[src/hdl/rdtc_pkg.sv]
// Shared types and constants of the retry/deadline transfer controller.
`default_nettype none

package rdtc_pkg;

    // Raw event codes on the input port
    localparam logic [2:0] OPC_BEGIN   = 3'd0;
    localparam logic [2:0] OPC_RESULT  = 3'd1;
    localparam logic [2:0] OPC_TICK    = 3'd2;
    localparam logic [2:0] OPC_CANCEL  = 3'd3;
    localparam logic [2:0] OPC_RELEASE = 3'd4;

    // Raw attempt outcome codes; anything else counts as retryable
    localparam logic [1:0] OUTC_SUCCESS   = 2'd0;
    localparam logic [1:0] OUTC_PERMANENT = 2'd2;

    // Configuration register indexes
    localparam logic [1:0] CFG_TRY_LIMIT       = 2'd0;
    localparam logic [1:0] CFG_TOTAL_DEADLINE  = 2'd1;
    localparam logic [1:0] CFG_ATTEMPT_TIMEOUT = 2'd2;
    localparam logic [1:0] CFG_BACKOFF_TIME    = 2'd3;

    // Configuration reset values
    localparam logic [7:0]  RST_TRY_LIMIT       = 8'd3;
    localparam logic [31:0] RST_TOTAL_DEADLINE  = 32'd60000;
    localparam logic [31:0] RST_ATTEMPT_TIMEOUT = 32'd10000;
    localparam logic [31:0] RST_BACKOFF_TIME    = 32'd1000;

    typedef enum logic [2:0] {
        PH_IDLE      = 3'd0,
        PH_SENDING   = 3'd1,
        PH_BACKOFF   = 3'd2,
        PH_SUCCEEDED = 3'd3,
        PH_FAILED    = 3'd4,
        PH_CANCELLED = 3'd5
    } t_phase;

    typedef enum logic [2:0] {
        FK_NONE      = 3'd0,
        FK_EXHAUSTED = 3'd1,
        FK_PERMANENT = 3'd2,
        FK_CANCELLED = 3'd3,
        FK_DEADLINE  = 3'd4
    } t_fail;

    // Decoded event class
    typedef enum logic [2:0] {
        EV_BEGIN,
        EV_RESULT,
        EV_TICK,
        EV_CANCEL,
        EV_RELEASE,
        EV_NOP
    } t_event;

    typedef enum logic [1:0] {
        OC_SUCCESS,
        OC_RETRY,
        OC_PERMANENT
    } t_outcome;

    typedef struct packed {
        logic [7:0]  try_limit;
        logic [31:0] total_deadline;
        logic [31:0] attempt_timeout;
        logic [31:0] backoff_time;
    } t_cfg;

    // Classified event handed from front to back
    typedef struct packed {
        t_event      ev;
        t_outcome    oc;
        logic [63:0] now;
        logic [31:0] tag;
        logic [63:0] deadline_sum;   // now + total_deadline
        logic [63:0] backoff_sum;    // now + backoff_time
    } t_cmd;

    typedef struct packed {
        logic        accepted;
        t_phase      phase;
        t_fail       failure;
        logic [7:0]  attempts;
        logic        send;
        logic [31:0] send_tag;
        logic        abort;
        logic        fin;
        logic        fin_ok;
    } t_result;

endpackage

`default_nettype wire

[src/hdl/rdtc_fifo.sv]
// Small register FIFO used for the command queue and the result queue.
`default_nettype none

module rdtc_fifo #(
    parameter int WIDTH = 8,
    parameter int DEPTH = 2
) (
    input  wire logic             i_clk,
    input  wire logic             i_rst_n,
    input  wire logic             i_push,
    input  wire logic [WIDTH-1:0] i_data,
    output logic                  o_full,
    input  wire logic             i_pop,
    output logic      [WIDTH-1:0] o_data,
    output logic                  o_empty
);

    localparam int AW = (DEPTH > 1) ? $clog2(DEPTH) : 1;
    localparam int CW = $clog2(DEPTH + 1);

    logic [WIDTH-1:0] r_mem [DEPTH];
    logic [AW-1:0]    r_wr, n_wr;
    logic [AW-1:0]    r_rd, n_rd;
    logic [CW-1:0]    r_cnt, n_cnt;
    logic             wr_en, rd_en;

    assign o_full  = (r_cnt == CW'(DEPTH));
    assign o_empty = (r_cnt == '0);
    assign o_data  = r_mem[r_rd];
    assign wr_en   = i_push && !o_full;
    assign rd_en   = i_pop && !o_empty;

    always_comb begin
        n_wr = r_wr;
        n_rd = r_rd;
        if (wr_en) begin
            n_wr = (r_wr == AW'(DEPTH - 1)) ? '0 : r_wr + 1'b1;
        end
        if (rd_en) begin
            n_rd = (r_rd == AW'(DEPTH - 1)) ? '0 : r_rd + 1'b1;
        end
        unique case ({wr_en, rd_en})
            2'b10:   n_cnt = r_cnt + 1'b1;
            2'b01:   n_cnt = r_cnt - 1'b1;
            default: n_cnt = r_cnt;
        endcase
    end

    always_ff @(posedge i_clk) begin
        if (!i_rst_n) begin
            r_wr  <= '0;
            r_rd  <= '0;
            r_cnt <= '0;
        end else begin
            r_wr  <= n_wr;
            r_rd  <= n_rd;
            r_cnt <= n_cnt;
        end
    end

    always_ff @(posedge i_clk) begin
        if (wr_en) begin
            r_mem[r_wr] <= i_data;
        end
    end

endmodule

`default_nettype wire

[src/hdl/rdtc_front.sv]
// Front end: decodes the raw event and precomputes the time sums it may need.
`default_nettype none

module rdtc_front (
    input  wire logic [2:0]   i_op,
    input  wire logic [1:0]   i_outcome,
    input  wire logic [63:0]  i_now_time,
    input  wire logic [31:0]  i_transfer_tag,
    input  wire logic [31:0]  i_total_deadline,
    input  wire logic [31:0]  i_backoff_time,
    output rdtc_pkg::t_cmd    o_cmd
);

    always_comb begin
        o_cmd.now = i_now_time;
        o_cmd.tag = i_transfer_tag;
        // sums wrap mod 2^64
        o_cmd.deadline_sum = i_now_time + {32'd0, i_total_deadline};
        o_cmd.backoff_sum  = i_now_time + {32'd0, i_backoff_time};

        unique case (i_op)
            rdtc_pkg::OPC_BEGIN:   o_cmd.ev = rdtc_pkg::EV_BEGIN;
            rdtc_pkg::OPC_RESULT:  o_cmd.ev = rdtc_pkg::EV_RESULT;
            rdtc_pkg::OPC_TICK:    o_cmd.ev = rdtc_pkg::EV_TICK;
            rdtc_pkg::OPC_CANCEL:  o_cmd.ev = rdtc_pkg::EV_CANCEL;
            rdtc_pkg::OPC_RELEASE: o_cmd.ev = rdtc_pkg::EV_RELEASE;
            default:               o_cmd.ev = rdtc_pkg::EV_NOP;
        endcase

        unique case (i_outcome)
            rdtc_pkg::OUTC_SUCCESS:   o_cmd.oc = rdtc_pkg::OC_SUCCESS;
            rdtc_pkg::OUTC_PERMANENT: o_cmd.oc = rdtc_pkg::OC_PERMANENT;
            default:                  o_cmd.oc = rdtc_pkg::OC_RETRY;
        endcase
    end

endmodule

`default_nettype wire

[src/hdl/rdtc_back.sv]
// Back end: transfer state machine, one classified event per cycle while the result queue has room.
`default_nettype none

module rdtc_back (
    input  wire logic            i_clk,
    input  wire logic            i_rst_n,
    input  wire logic [7:0]      i_try_limit,
    input  wire logic [31:0]     i_attempt_timeout,
    input  wire rdtc_pkg::t_cmd  i_cmd,
    input  wire logic            i_cmd_valid,
    output logic                 o_cmd_pop,
    input  wire logic            i_res_full,
    output rdtc_pkg::t_result    o_res,
    output logic                 o_res_push
);

    rdtc_pkg::t_phase r_phase, n_phase;
    rdtc_pkg::t_fail  r_fail, n_fail;
    logic [7:0]       r_attempts, n_attempts;
    logic [63:0]      r_attempt_start, n_attempt_start;
    logic [63:0]      r_deadline_at, n_deadline_at;
    logic [63:0]      r_backoff_until, n_backoff_until;
    logic [31:0]      r_tag, n_tag;

    logic go;
    logic sending, busy;
    logic dl_hit, to_hit, bo_hit, exhausted;
    logic begin_ok, begin_zero, res_act, tick_dl, tick_restart, cancel_ok, release_ok;
    logic [63:0] elapsed;
    rdtc_pkg::t_outcome res_oc;

    assign go        = i_cmd_valid && !i_res_full;
    assign o_cmd_pop = go;

    assign sending   = (r_phase == rdtc_pkg::PH_SENDING);
    assign busy      = sending || (r_phase == rdtc_pkg::PH_BACKOFF);
    assign elapsed   = i_cmd.now - r_attempt_start;
    assign dl_hit    = (i_cmd.now >= r_deadline_at);
    assign to_hit    = (elapsed >= {32'd0, i_attempt_timeout});
    assign bo_hit    = (i_cmd.now >= r_backoff_until);
    assign exhausted = (r_attempts >= i_try_limit);

    assign begin_ok     = (i_cmd.ev == rdtc_pkg::EV_BEGIN) && !busy;
    assign begin_zero   = begin_ok && (i_try_limit == 8'd0);
    assign tick_dl      = (i_cmd.ev == rdtc_pkg::EV_TICK) && busy && dl_hit;
    // attempt timeout is handled as a retryable result
    assign res_act      = sending && ((i_cmd.ev == rdtc_pkg::EV_RESULT) ||
                          ((i_cmd.ev == rdtc_pkg::EV_TICK) && !dl_hit && to_hit));
    assign res_oc       = (i_cmd.ev == rdtc_pkg::EV_RESULT) ? i_cmd.oc : rdtc_pkg::OC_RETRY;
    assign tick_restart = (i_cmd.ev == rdtc_pkg::EV_TICK) &&
                          (r_phase == rdtc_pkg::PH_BACKOFF) && !dl_hit && bo_hit;
    assign cancel_ok    = (i_cmd.ev == rdtc_pkg::EV_CANCEL) && busy;
    assign release_ok   = (i_cmd.ev == rdtc_pkg::EV_RELEASE) && !busy;

    // next state
    always_comb begin
        n_phase         = r_phase;
        n_fail          = r_fail;
        n_attempts      = r_attempts;
        n_attempt_start = r_attempt_start;
        n_deadline_at   = r_deadline_at;
        n_backoff_until = r_backoff_until;
        n_tag           = r_tag;
        priority if (begin_ok) begin
            n_tag           = i_cmd.tag;
            n_fail          = rdtc_pkg::FK_NONE;
            n_backoff_until = '0;
            n_deadline_at   = i_cmd.deadline_sum;
            if (begin_zero) begin
                n_attempts = 8'd0;
                n_phase    = rdtc_pkg::PH_FAILED;
                n_fail     = rdtc_pkg::FK_EXHAUSTED;
            end else begin
                n_attempts      = 8'd1;
                n_attempt_start = i_cmd.now;
                n_phase         = rdtc_pkg::PH_SENDING;
            end
        end else if (tick_dl || (res_act && res_oc == rdtc_pkg::OC_RETRY &&
                                 !exhausted && dl_hit)) begin
            n_phase = rdtc_pkg::PH_FAILED;
            n_fail  = rdtc_pkg::FK_DEADLINE;
        end else if (res_act) begin
            unique case (res_oc)
                rdtc_pkg::OC_SUCCESS: begin
                    n_phase = rdtc_pkg::PH_SUCCEEDED;
                    n_fail  = rdtc_pkg::FK_NONE;
                end
                rdtc_pkg::OC_PERMANENT: begin
                    n_phase = rdtc_pkg::PH_FAILED;
                    n_fail  = rdtc_pkg::FK_PERMANENT;
                end
                default: begin
                    if (exhausted) begin
                        n_phase = rdtc_pkg::PH_FAILED;
                        n_fail  = rdtc_pkg::FK_EXHAUSTED;
                    end else begin
                        n_phase         = rdtc_pkg::PH_BACKOFF;
                        n_backoff_until = i_cmd.backoff_sum;
                    end
                end
            endcase
        end else if (tick_restart) begin
            n_attempts      = r_attempts + 8'd1;
            n_attempt_start = i_cmd.now;
            n_phase         = rdtc_pkg::PH_SENDING;
        end else if (cancel_ok) begin
            n_phase = rdtc_pkg::PH_CANCELLED;
            n_fail  = rdtc_pkg::FK_CANCELLED;
        end else if (release_ok) begin
            n_phase    = rdtc_pkg::PH_IDLE;
            n_fail     = rdtc_pkg::FK_NONE;
            n_attempts = 8'd0;
            n_tag      = '0;
        end
    end

    // result word
    always_comb begin
        o_res_push      = go;
        o_res.accepted  = begin_ok;
        o_res.phase     = n_phase;
        o_res.failure   = n_fail;
        o_res.attempts  = n_attempts;
        o_res.send      = (begin_ok && !begin_zero) || tick_restart;
        o_res.send_tag  = o_res.send ? n_tag : '0;
        o_res.abort     = sending && (((i_cmd.ev == rdtc_pkg::EV_TICK) && (dl_hit || to_hit))
                          || (i_cmd.ev == rdtc_pkg::EV_CANCEL));
        o_res.fin       = begin_zero || tick_dl || cancel_ok ||
                          (res_act && (n_phase != rdtc_pkg::PH_BACKOFF));
        o_res.fin_ok    = o_res.fin && (n_phase == rdtc_pkg::PH_SUCCEEDED);
    end

    always_ff @(posedge i_clk) begin
        if (!i_rst_n) begin
            r_phase         <= rdtc_pkg::PH_IDLE;
            r_fail          <= rdtc_pkg::FK_NONE;
            r_attempts      <= '0;
            r_attempt_start <= '0;
            r_deadline_at   <= '0;
            r_backoff_until <= '0;
            r_tag           <= '0;
        end else if (go) begin
            r_phase         <= n_phase;
            r_fail          <= n_fail;
            r_attempts      <= n_attempts;
            r_attempt_start <= n_attempt_start;
            r_deadline_at   <= n_deadline_at;
            r_backoff_until <= n_backoff_until;
            r_tag           <= n_tag;
        end
    end

endmodule

`default_nettype wire

[src/hdl/retry_deadline_transfer_controller_core.sv]
// Top level of the retry/deadline transfer controller.
//
// Usage:
//  - Events go in through a queue-style port: a word is taken at a rising edge
//    with push high and full low. Each event carries op, outcome, now_time and tag.
//  - Every event yields exactly one result word, read through empty/pop; the
//    oldest result sits on the o_* ports while empty is low.
//  - Front end decodes the event and forms now+deadline and now+backoff; a
//    two-word command queue separates it from the back end, which holds the
//    transfer state and applies one event per cycle into a two-word result queue.
//  - The command queue registers each event and the result queue each result word.
//  - Throughput: one event per cycle while the result queue has room, set by the
//    state update in the back end; both queues let push and pop run every cycle.
//  - If pop is held low, the result queue fills, the back end stops, the command
//    queue fills and full rises; no word is dropped.
//  - Reset (i_rst_n low, synchronous) empties both queues, returns the transfer
//    to idle and loads the register defaults (3 attempts, 60000/10000/1000 ms).
//  - Configuration writes (i_cfg_we) take effect at once; change them only
//    while no event is in flight.
`default_nettype none

module retry_deadline_transfer_controller_core #(
    parameter int CMD_DEPTH = 2,
    parameter int RES_DEPTH = 2
) (
    input  wire logic        i_clk,
    input  wire logic        i_rst_n,
    // event port
    input  wire logic        push,
    output logic             full,
    input  wire logic [2:0]  i_op,
    input  wire logic [1:0]  i_outcome,
    input  wire logic [63:0] i_now_time,
    input  wire logic [31:0] i_transfer_tag,
    // result port
    output logic             empty,
    input  wire logic        pop,
    output logic             o_accepted,
    output logic [2:0]       o_phase_out,
    output logic [2:0]       o_failure_out,
    output logic [7:0]       o_attempt_count,
    output logic             o_send_pulse,
    output logic [31:0]      o_send_tag,
    output logic             o_abort_pulse,
    output logic             o_finished_pulse,
    output logic             o_finished_ok,
    // configuration
    input  wire logic        i_cfg_we,
    input  wire logic [1:0]  i_cfg_idx,
    input  wire logic [31:0] i_cfg_data
);

    rdtc_pkg::t_cfg    r_cfg;
    rdtc_pkg::t_cmd    cmd_in, cmd_out;
    rdtc_pkg::t_result res_in, res_out;
    logic              cmd_empty, cmd_pop;
    logic              res_full, res_push;

    // config registers
    always_ff @(posedge i_clk) begin
        if (!i_rst_n) begin
            r_cfg.try_limit       <= rdtc_pkg::RST_TRY_LIMIT;
            r_cfg.total_deadline  <= rdtc_pkg::RST_TOTAL_DEADLINE;
            r_cfg.attempt_timeout <= rdtc_pkg::RST_ATTEMPT_TIMEOUT;
            r_cfg.backoff_time    <= rdtc_pkg::RST_BACKOFF_TIME;
        end else if (i_cfg_we) begin
            unique case (i_cfg_idx)
                rdtc_pkg::CFG_TRY_LIMIT:       r_cfg.try_limit       <= i_cfg_data[7:0];
                rdtc_pkg::CFG_TOTAL_DEADLINE:  r_cfg.total_deadline  <= i_cfg_data;
                rdtc_pkg::CFG_ATTEMPT_TIMEOUT: r_cfg.attempt_timeout <= i_cfg_data;
                rdtc_pkg::CFG_BACKOFF_TIME:    r_cfg.backoff_time    <= i_cfg_data;
                default: ;
            endcase
        end
    end

    rdtc_front u_front (
        .i_op             (i_op),
        .i_outcome        (i_outcome),
        .i_now_time       (i_now_time),
        .i_transfer_tag   (i_transfer_tag),
        .i_total_deadline (r_cfg.total_deadline),
        .i_backoff_time   (r_cfg.backoff_time),
        .o_cmd            (cmd_in)
    );

    // command queue between front and back
    rdtc_fifo #(
        .WIDTH ($bits(rdtc_pkg::t_cmd)),
        .DEPTH (CMD_DEPTH)
    ) u_cmd_q (
        .i_clk   (i_clk),
        .i_rst_n (i_rst_n),
        .i_push  (push),
        .i_data  (cmd_in),
        .o_full  (full),
        .i_pop   (cmd_pop),
        .o_data  (cmd_out),
        .o_empty (cmd_empty)
    );

    rdtc_back u_back (
        .i_clk             (i_clk),
        .i_rst_n           (i_rst_n),
        .i_try_limit       (r_cfg.try_limit),
        .i_attempt_timeout (r_cfg.attempt_timeout),
        .i_cmd             (cmd_out),
        .i_cmd_valid       (!cmd_empty),
        .o_cmd_pop         (cmd_pop),
        .i_res_full        (res_full),
        .o_res             (res_in),
        .o_res_push        (res_push)
    );

    // result queue toward the consumer
    rdtc_fifo #(
        .WIDTH ($bits(rdtc_pkg::t_result)),
        .DEPTH (RES_DEPTH)
    ) u_res_q (
        .i_clk   (i_clk),
        .i_rst_n (i_rst_n),
        .i_push  (res_push),
        .i_data  (res_in),
        .o_full  (res_full),
        .i_pop   (pop),
        .o_data  (res_out),
        .o_empty (empty)
    );

    assign o_accepted       = res_out.accepted;
    assign o_phase_out      = res_out.phase;
    assign o_failure_out    = res_out.failure;
    assign o_attempt_count  = res_out.attempts;
    assign o_send_pulse     = res_out.send;
    assign o_send_tag       = res_out.send_tag;
    assign o_abort_pulse    = res_out.abort;
    assign o_finished_pulse = res_out.fin;
    assign o_finished_ok    = res_out.fin_ok;

endmodule

`default_nettype wire

[config.mk]
export PLATFORM = sky130hd
export DESIGN_NAME = retry_deadline_transfer_controller_core
export DESIGN_NICKNAME = d
export VERILOG_FILES = /design/src/hdl/rdtc_pkg.sv /design/src/hdl/rdtc_fifo.sv /design/src/hdl/rdtc_front.sv /design/src/hdl/rdtc_back.sv /design/src/hdl/retry_deadline_transfer_controller_core.sv
export SDC_FILE = /design/constraint.sdc
export NUM_CORES = 2
export LEC_CHECK = 0
export BUFFER_PORTS_ARGS = -buffer_cell sky130_fd_sc_hd__buf_4
export CELL_PAD_IN_SITES_DETAIL_PLACEMENT = 1
export CELL_PAD_IN_SITES_GLOBAL_PLACEMENT = 2
export CORE_MARGIN = 3
export CORE_UTILIZATION = 30
export CTS_BUF_LIST = sky130_fd_sc_hd__clkbuf_16
export DETAILED_ROUTE_END_ITERATION = 10
export PLACE_DENSITY = 0.71
export SLEW_MARGIN = 20
export SYNTH_ARGS = -nofsm -noshare
export SYNTH_HDL_FRONTEND = slang
export SYNTH_HIERARCHICAL = 1
export SYNTH_SLANG_ARGS = --single-unit
[constraint.sdc]
create_clock -name i_clk -period 6.86 [get_ports i_clk]
set_input_delay 0.343 -clock i_clk [delete_from_list [all_inputs] [get_ports i_clk]]
set_output_delay 0.343 -clock i_clk [all_outputs]
set_load 0.02 [all_outputs]
==> impl_results.html <==
<table>
<tr><th>Metric</th><th>Value</th></tr>
<tr><th colspan="2">Power and ir drop</th></tr>
<tr><td>Power per unit of standard cell area</td><td>between 300 and 400 nW/µm²</td></tr>
<tr><td>Worst ir drop on vdd</td><td>around 0.22 mV</td></tr>
<tr><td>Leakage power</td><td>approximately 21 nW</td></tr>
<tr><th colspan="2">Critical path</th></tr>
<tr><td>Startpoint type of the worst setup path</td><td>register</td></tr>
<tr><td>Arrival time of the worst setup path</td><td>about 7.2 ns</td></tr>
<tr><td>Capturing element type of the critical path</td><td>register</td></tr>
<tr><td>Class of the most critical setup path</td><td>register to register</td></tr>
<tr><td>Crit path required time</td><td>roughly 7.4 ns</td></tr>
<tr><td>Slowest cell on the critical path</td><td>sky130_fd_sc_hd__dfxtp_4</td></tr>
<tr><td>Delay of the slowest cell on the worst path</td><td>just over 0.4 ns</td></tr>
<tr><td>CP max FO</td><td>8</td></tr>
<tr><th colspan="2">Clock network</th></tr>
<tr><td>Clock tree from TritonCTS</td><td>yes</td></tr>
<tr><td>Clock transition at the registers of the reported paths</td><td>approximately 0.060 ns</td></tr>
<tr><td>Deepest clock path buffer count</td><td>3</td></tr>
<tr><td>Maximum level of the CTS H-tree</td><td>3</td></tr>
<tr><td>Root buffer cell</td><td>sky130_fd_sc_hd__clkbuf_16</td></tr>
<tr><td>Insertion delay of the later-clocked pin in the worst-skew pair</td><td>between 0.7 and 0.8 ns</td></tr>
<tr><td>Number of sinks on the clock net</td><td>about 910</td></tr>
<tr><td>Cts bufs inserted</td><td>103</td></tr>
<tr><th colspan="2">Floorplanning</th></tr>
<tr><td>Number of primary I/O pins</td><td>a little under 200</td></tr>
<tr><td>Die Wd</td><td>around 410 µm</td></tr>
<tr><td>Chip Height</td><td>409 µm</td></tr>
<tr><td>Site row count</td><td>approximately 150</td></tr>
<tr><td>Core region area</td><td>161000 µm²</td></tr>
<tr><td>Effective utilization at floorplan</td><td>between 30% and 40%</td></tr>
<tr><td>Die Outline Area</td><td>about 170000 µm²</td></tr>
<tr><th colspan="2">Placed design</th></tr>
<tr><td>Port-buffer cells</td><td>~190</td></tr>
<tr><td>DP Wirelength</td><td>around 110000 µm</td></tr>
<tr><td>GPL Wtd Cong</td><td>0.898</td></tr>
<tr><td>Total cell area at the placement stage</td><td>around 52000 µm²</td></tr>
<tr><td>Placed Cells incl. Taps</td><td>slightly below 7000</td></tr>
<tr><th colspan="2">STA</th></tr>
<tr><td>Post-route worst hold slack</td><td>around 0.083 ns</td></tr>
<tr><td>Final count of pins violating max slew</td><td>0</td></tr>
<tr><td>Setup_tns</td><td>0 ns</td></tr>
<tr><td>Final number of setup-violating endpoints</td><td>0</td></tr>
<tr><td>Final clock period utilization by the worst path</td><td>between 90% and 100%</td></tr>
<tr><td>Rel. slew slack</td><td>a little under a quarter</td></tr>
<tr><td>Highest clock frequency the design can meet</td><td>152 MHz</td></tr>
<tr><td>Fin crit period</td><td>6.57 ns</td></tr>
<tr><td>Final hold violations</td><td>0</td></tr>
<tr><td>Transition at the pin with the smallest max-transition slack</td><td>~1.1 ns</td></tr>
<tr><td>Worst setup skew after layout</td><td>a little over 0.04 ns</td></tr>
<tr><th colspan="2">Hold path</th></tr>
<tr><td>Path type of the worst min-delay path</td><td>primary input to register</td></tr>
<tr><th colspan="2">Global routing</th></tr>
<tr><td>Total overflow reported by the global router</td><td>0</td></tr>
<tr><td>Largest net degree at the start of global routing</td><td>130</td></tr>
<tr><td>Number of antenna violations at the first check in global routing</td><td>2</td></tr>
<tr><td>Number of global-route vias before repair</td><td>37785</td></tr>
<tr><td>Wire length of the first global-routing pass</td><td>231000 µm</td></tr>
<tr><td>Total global routing track utilization</td><td>between 10% and 20%</td></tr>
<tr><th colspan="2">Cells and area</th></tr>
<tr><td>Layout cells sized above 1</td><td>between 15 and 20%</td></tr>
<tr><td>Filler-free cell count of the finished design</td><td>between 7000 and 8000</td></tr>
<tr><td>Post-route cell area</td><td>between 50000 and 60000 µm²</td></tr>
<tr><td>Nets</td><td>around 5300</td></tr>
<tr><td>Util after Layout</td><td>between 30% and 40%</td></tr>
<tr><td>Relative area change from synthesis to final layout</td><td>17.2%</td></tr>
<tr><td>Number of diodes added for antenna fixing</td><td>0</td></tr>
<tr><th colspan="2">Detailed routing</th></tr>
<tr><td>Routed length per placed instance</td><td>21.3 µm</td></tr>
<tr><td>ANT nets after route</td><td>0</td></tr>
<tr><td>1st-pass router iterations</td><td>5</td></tr>
<tr><td>Overall via count from detail_route</td><td>approximately 36000</td></tr>
<tr><td>Detailed router's first-iteration violation count</td><td>slightly below 2000</td></tr>
<tr><td>DRC viols</td><td>0</td></tr>
<tr><td>Vias/cell</td><td>between 4 and 5</td></tr>
<tr><td>Detailed Route WL</td><td>152000 µm</td></tr>
<tr><th colspan="2">Synthesis</th></tr>
<tr><td>Primary flip-flop cell chosen by synthesis mapping</td><td>sky130_fd_sc_hd__edfxtp_1</td></tr>
<tr><td>Number of distinct library cell variants in the gate-level netlist after synthesis</td><td>approximately 110</td></tr>
<tr><td>Area leader, netlist</td><td>sky130_fd_sc_hd__edfxtp_1</td></tr>
<tr><td>Number of cells produced by synthesis</td><td>~4600</td></tr>
<tr><td>Count of state elements after synthesis</td><td>between 900 and 1000</td></tr>
<tr><td>Netlist area before placement</td><td>about 49000 µm²</td></tr>
<tr><td>Ys Warns</td><td>6</td></tr>
<tr><td>Post-synthesis net count</td><td>roughly 5100</td></tr>
<tr><td>Area contributors post-synth</td><td>sky130_fd_sc_hd__edfxtp_1 (34%), sky130_fd_sc_hd__dfxtp_1 (14%), sky130_fd_sc_hd__ha_1 (7.6%), sky130_fd_sc_hd__mux2_2 (6.5%), sky130_fd_sc_hd__nand2_1 (4.2%)</td></tr>
<tr><td>Portion of synthesized cell area occupied by the leading cell type</td><td>around 34%</td></tr>
<tr><td>Sequential share of the synthesized area</td><td>48.9%</td></tr>
<tr><td>Share of flip-flops with an asynchronous set or reset</td><td>0%</td></tr>
<tr><td>EDFF count, synth</td><td>560</td></tr>
<tr><td>Cell with the most instances after synthesis</td><td>sky130_fd_sc_hd__edfxtp_1</td></tr>
<tr><td>Post-Syn Area per Cell</td><td>10.5 µm²</td></tr>
<tr><td>Synth top cells by count</td><td>sky130_fd_sc_hd__edfxtp_1 (560), sky130_fd_sc_hd__nand2_1 (545), sky130_fd_sc_hd__dfxtp_1 (352)</td></tr>
<tr><th colspan="2">Run status</th></tr>
<tr><td>Outcome</td><td>finished, final reports clean</td></tr>
<tr><th colspan="2">Flow run</th></tr>
<tr><td>Max-cap violation count</td><td>0</td></tr>
</table>
-- layout make-up --
class,count,area (µm²)
tap,2160,2700
multi-input combinational,3120,22200
sequential,912,23900
inverter,295,1120
clock inverter,92,678
fill,17927,104000
clock buffer,104,2600
timing repair buffer,468,4100
-- metrics by stage --
stage	power [mW]	setup WS, ns
after global routing	21.7	-0.0197
after detailed placement	15.0	-0.244
after global placement	14.9	-0.00919
final	20.4	0.287
after CTS	20.5	0.0141
after floorplan	12.3	0.430
-- what timing repair did --
item                                    4_1_cts  5_1_grt
buffers inserted                              0        7
hold buffers                                135        0
resized for setup                             7       38
gates cloned                                  0        3
pin swaps                                     0       11
endpoints found under the setup margin       85       88
endpoints found under the hold margin       388        0
-- critical path: cells and delay by family, from the launching register on --
kind                     cells  cell delay (ns)
adder cells (fa/ha/maj)      2             0.65
AO/OA/AOI/OAI               12             2.37
flip-flops                   1             0.41
XOR/XNOR                     1             0.21
buffers and inverters        4             0.71
AND/OR/NAND/NOR              9             1.44
multiplexers                 2             0.58
-- worst paths after layout --
| check | from | to | slack (ns) | depth (start not counted) |
|---|---|---|---|---|
| max | register | u_back/r_backoff_until[14] | 0.29 | 30 |
| min | i_cfg_data[17] | r_cfg[81] | 0.08 | 3 |
| max reg2reg | register | u_back/r_backoff_until[14] | 0.29 | 30 |
| min reg2reg | u_back/r_attempt_start[18] | u_back/r_attempt_start[18] | 0.46 | 2 |
-- report_power, final --
| part | internal, mW | leakage [nW] | total (mW) | switching, mW |
|---|---|---|---|---|
| clock network | 3.02 | 1.74 | 5.34 | 2.32 |
| registers | 6.72 | 8.10 | 6.94 | 0.221 |
| logic | 3.21 | 11.3 | 8.15 | 4.94 |
-- flip-flops by register name, indices dropped and copies added (netlist names), 2 cells and up, named ones only --
| register | flops |
|---|---|
| u_back/r_attempts | 8 |
| u_back/r_tag | 32 |
| u_back/r_deadline_at | 64 |
| r_cfg | 104 |
| u_back/r_phase | 3 |
| u_res_q/r_cnt | 2 |
| u_back/r_fail | 3 |
| u_cmd_q/r_cnt | 2 |
| u_back/r_attempt_start | 64 |
| u_back/r_backoff_until | 64 |
| u_res_q/r_mem | 102 |
| u_cmd_q/r_mem | 458 |
-- layer usage --
| metal | track usage [%] | vias to the layer above | share of wire (%) | wire length (µm) |
|---|---|---|---|---|
| li1 | - | 17025 | - | - |
| met1 | 23.6 | 17999 | 46 | 70600 |
| met2 | 30.3 | 491 | 48 | 73800 |
| met3 | 1.92 | 170 | 2.8 | 4210 |
| met4 | 4.77 | 0 | 2.4 | 3680 |
| met5 | 0 | - | 0 | 0 |
-- cells in the final DEF, fill, tap and decap left out, types with 61 or more instances in the layout --
cell type and instances:
sky130_fd_sc_hd__edfxtp_1 560, sky130_fd_sc_hd__nand2_1 543, sky130_fd_sc_hd__dfxtp_1 350, sky130_fd_sc_hd__nor2_1 347, sky130_fd_sc_hd__inv_1 325, sky130_fd_sc_hd__buf_4 312, sky130_fd_sc_hd__ha_1 288, sky130_fd_sc_hd__mux2_2 283
sky130_fd_sc_hd__a21oi_1 279, sky130_fd_sc_hd__mux2i_1 164, sky130_fd_sc_hd__o21ai_0 150, sky130_fd_sc_hd__dlygate4sd3_1 135, sky130_fd_sc_hd__xnor2_1 131, sky130_fd_sc_hd__clkbuf_16 107, sky130_fd_sc_hd__nand4_1 85, sky130_fd_sc_hd__a21o_1 84
sky130_fd_sc_hd__a22oi_1 69, sky130_fd_sc_hd__nand3_1 61
-- kinds of logic after synthesis --
kind of cell,after synthesis,synth area share (%)
simple gates,1292,12.0
xor+xnor,169,3.03
fa+ha+maj,301,7.76
buf+inv,608,6.25
flops,912,48.9
mux,449,9.94
compound gates,909,12.1
(Power assumes the default switching activity.)
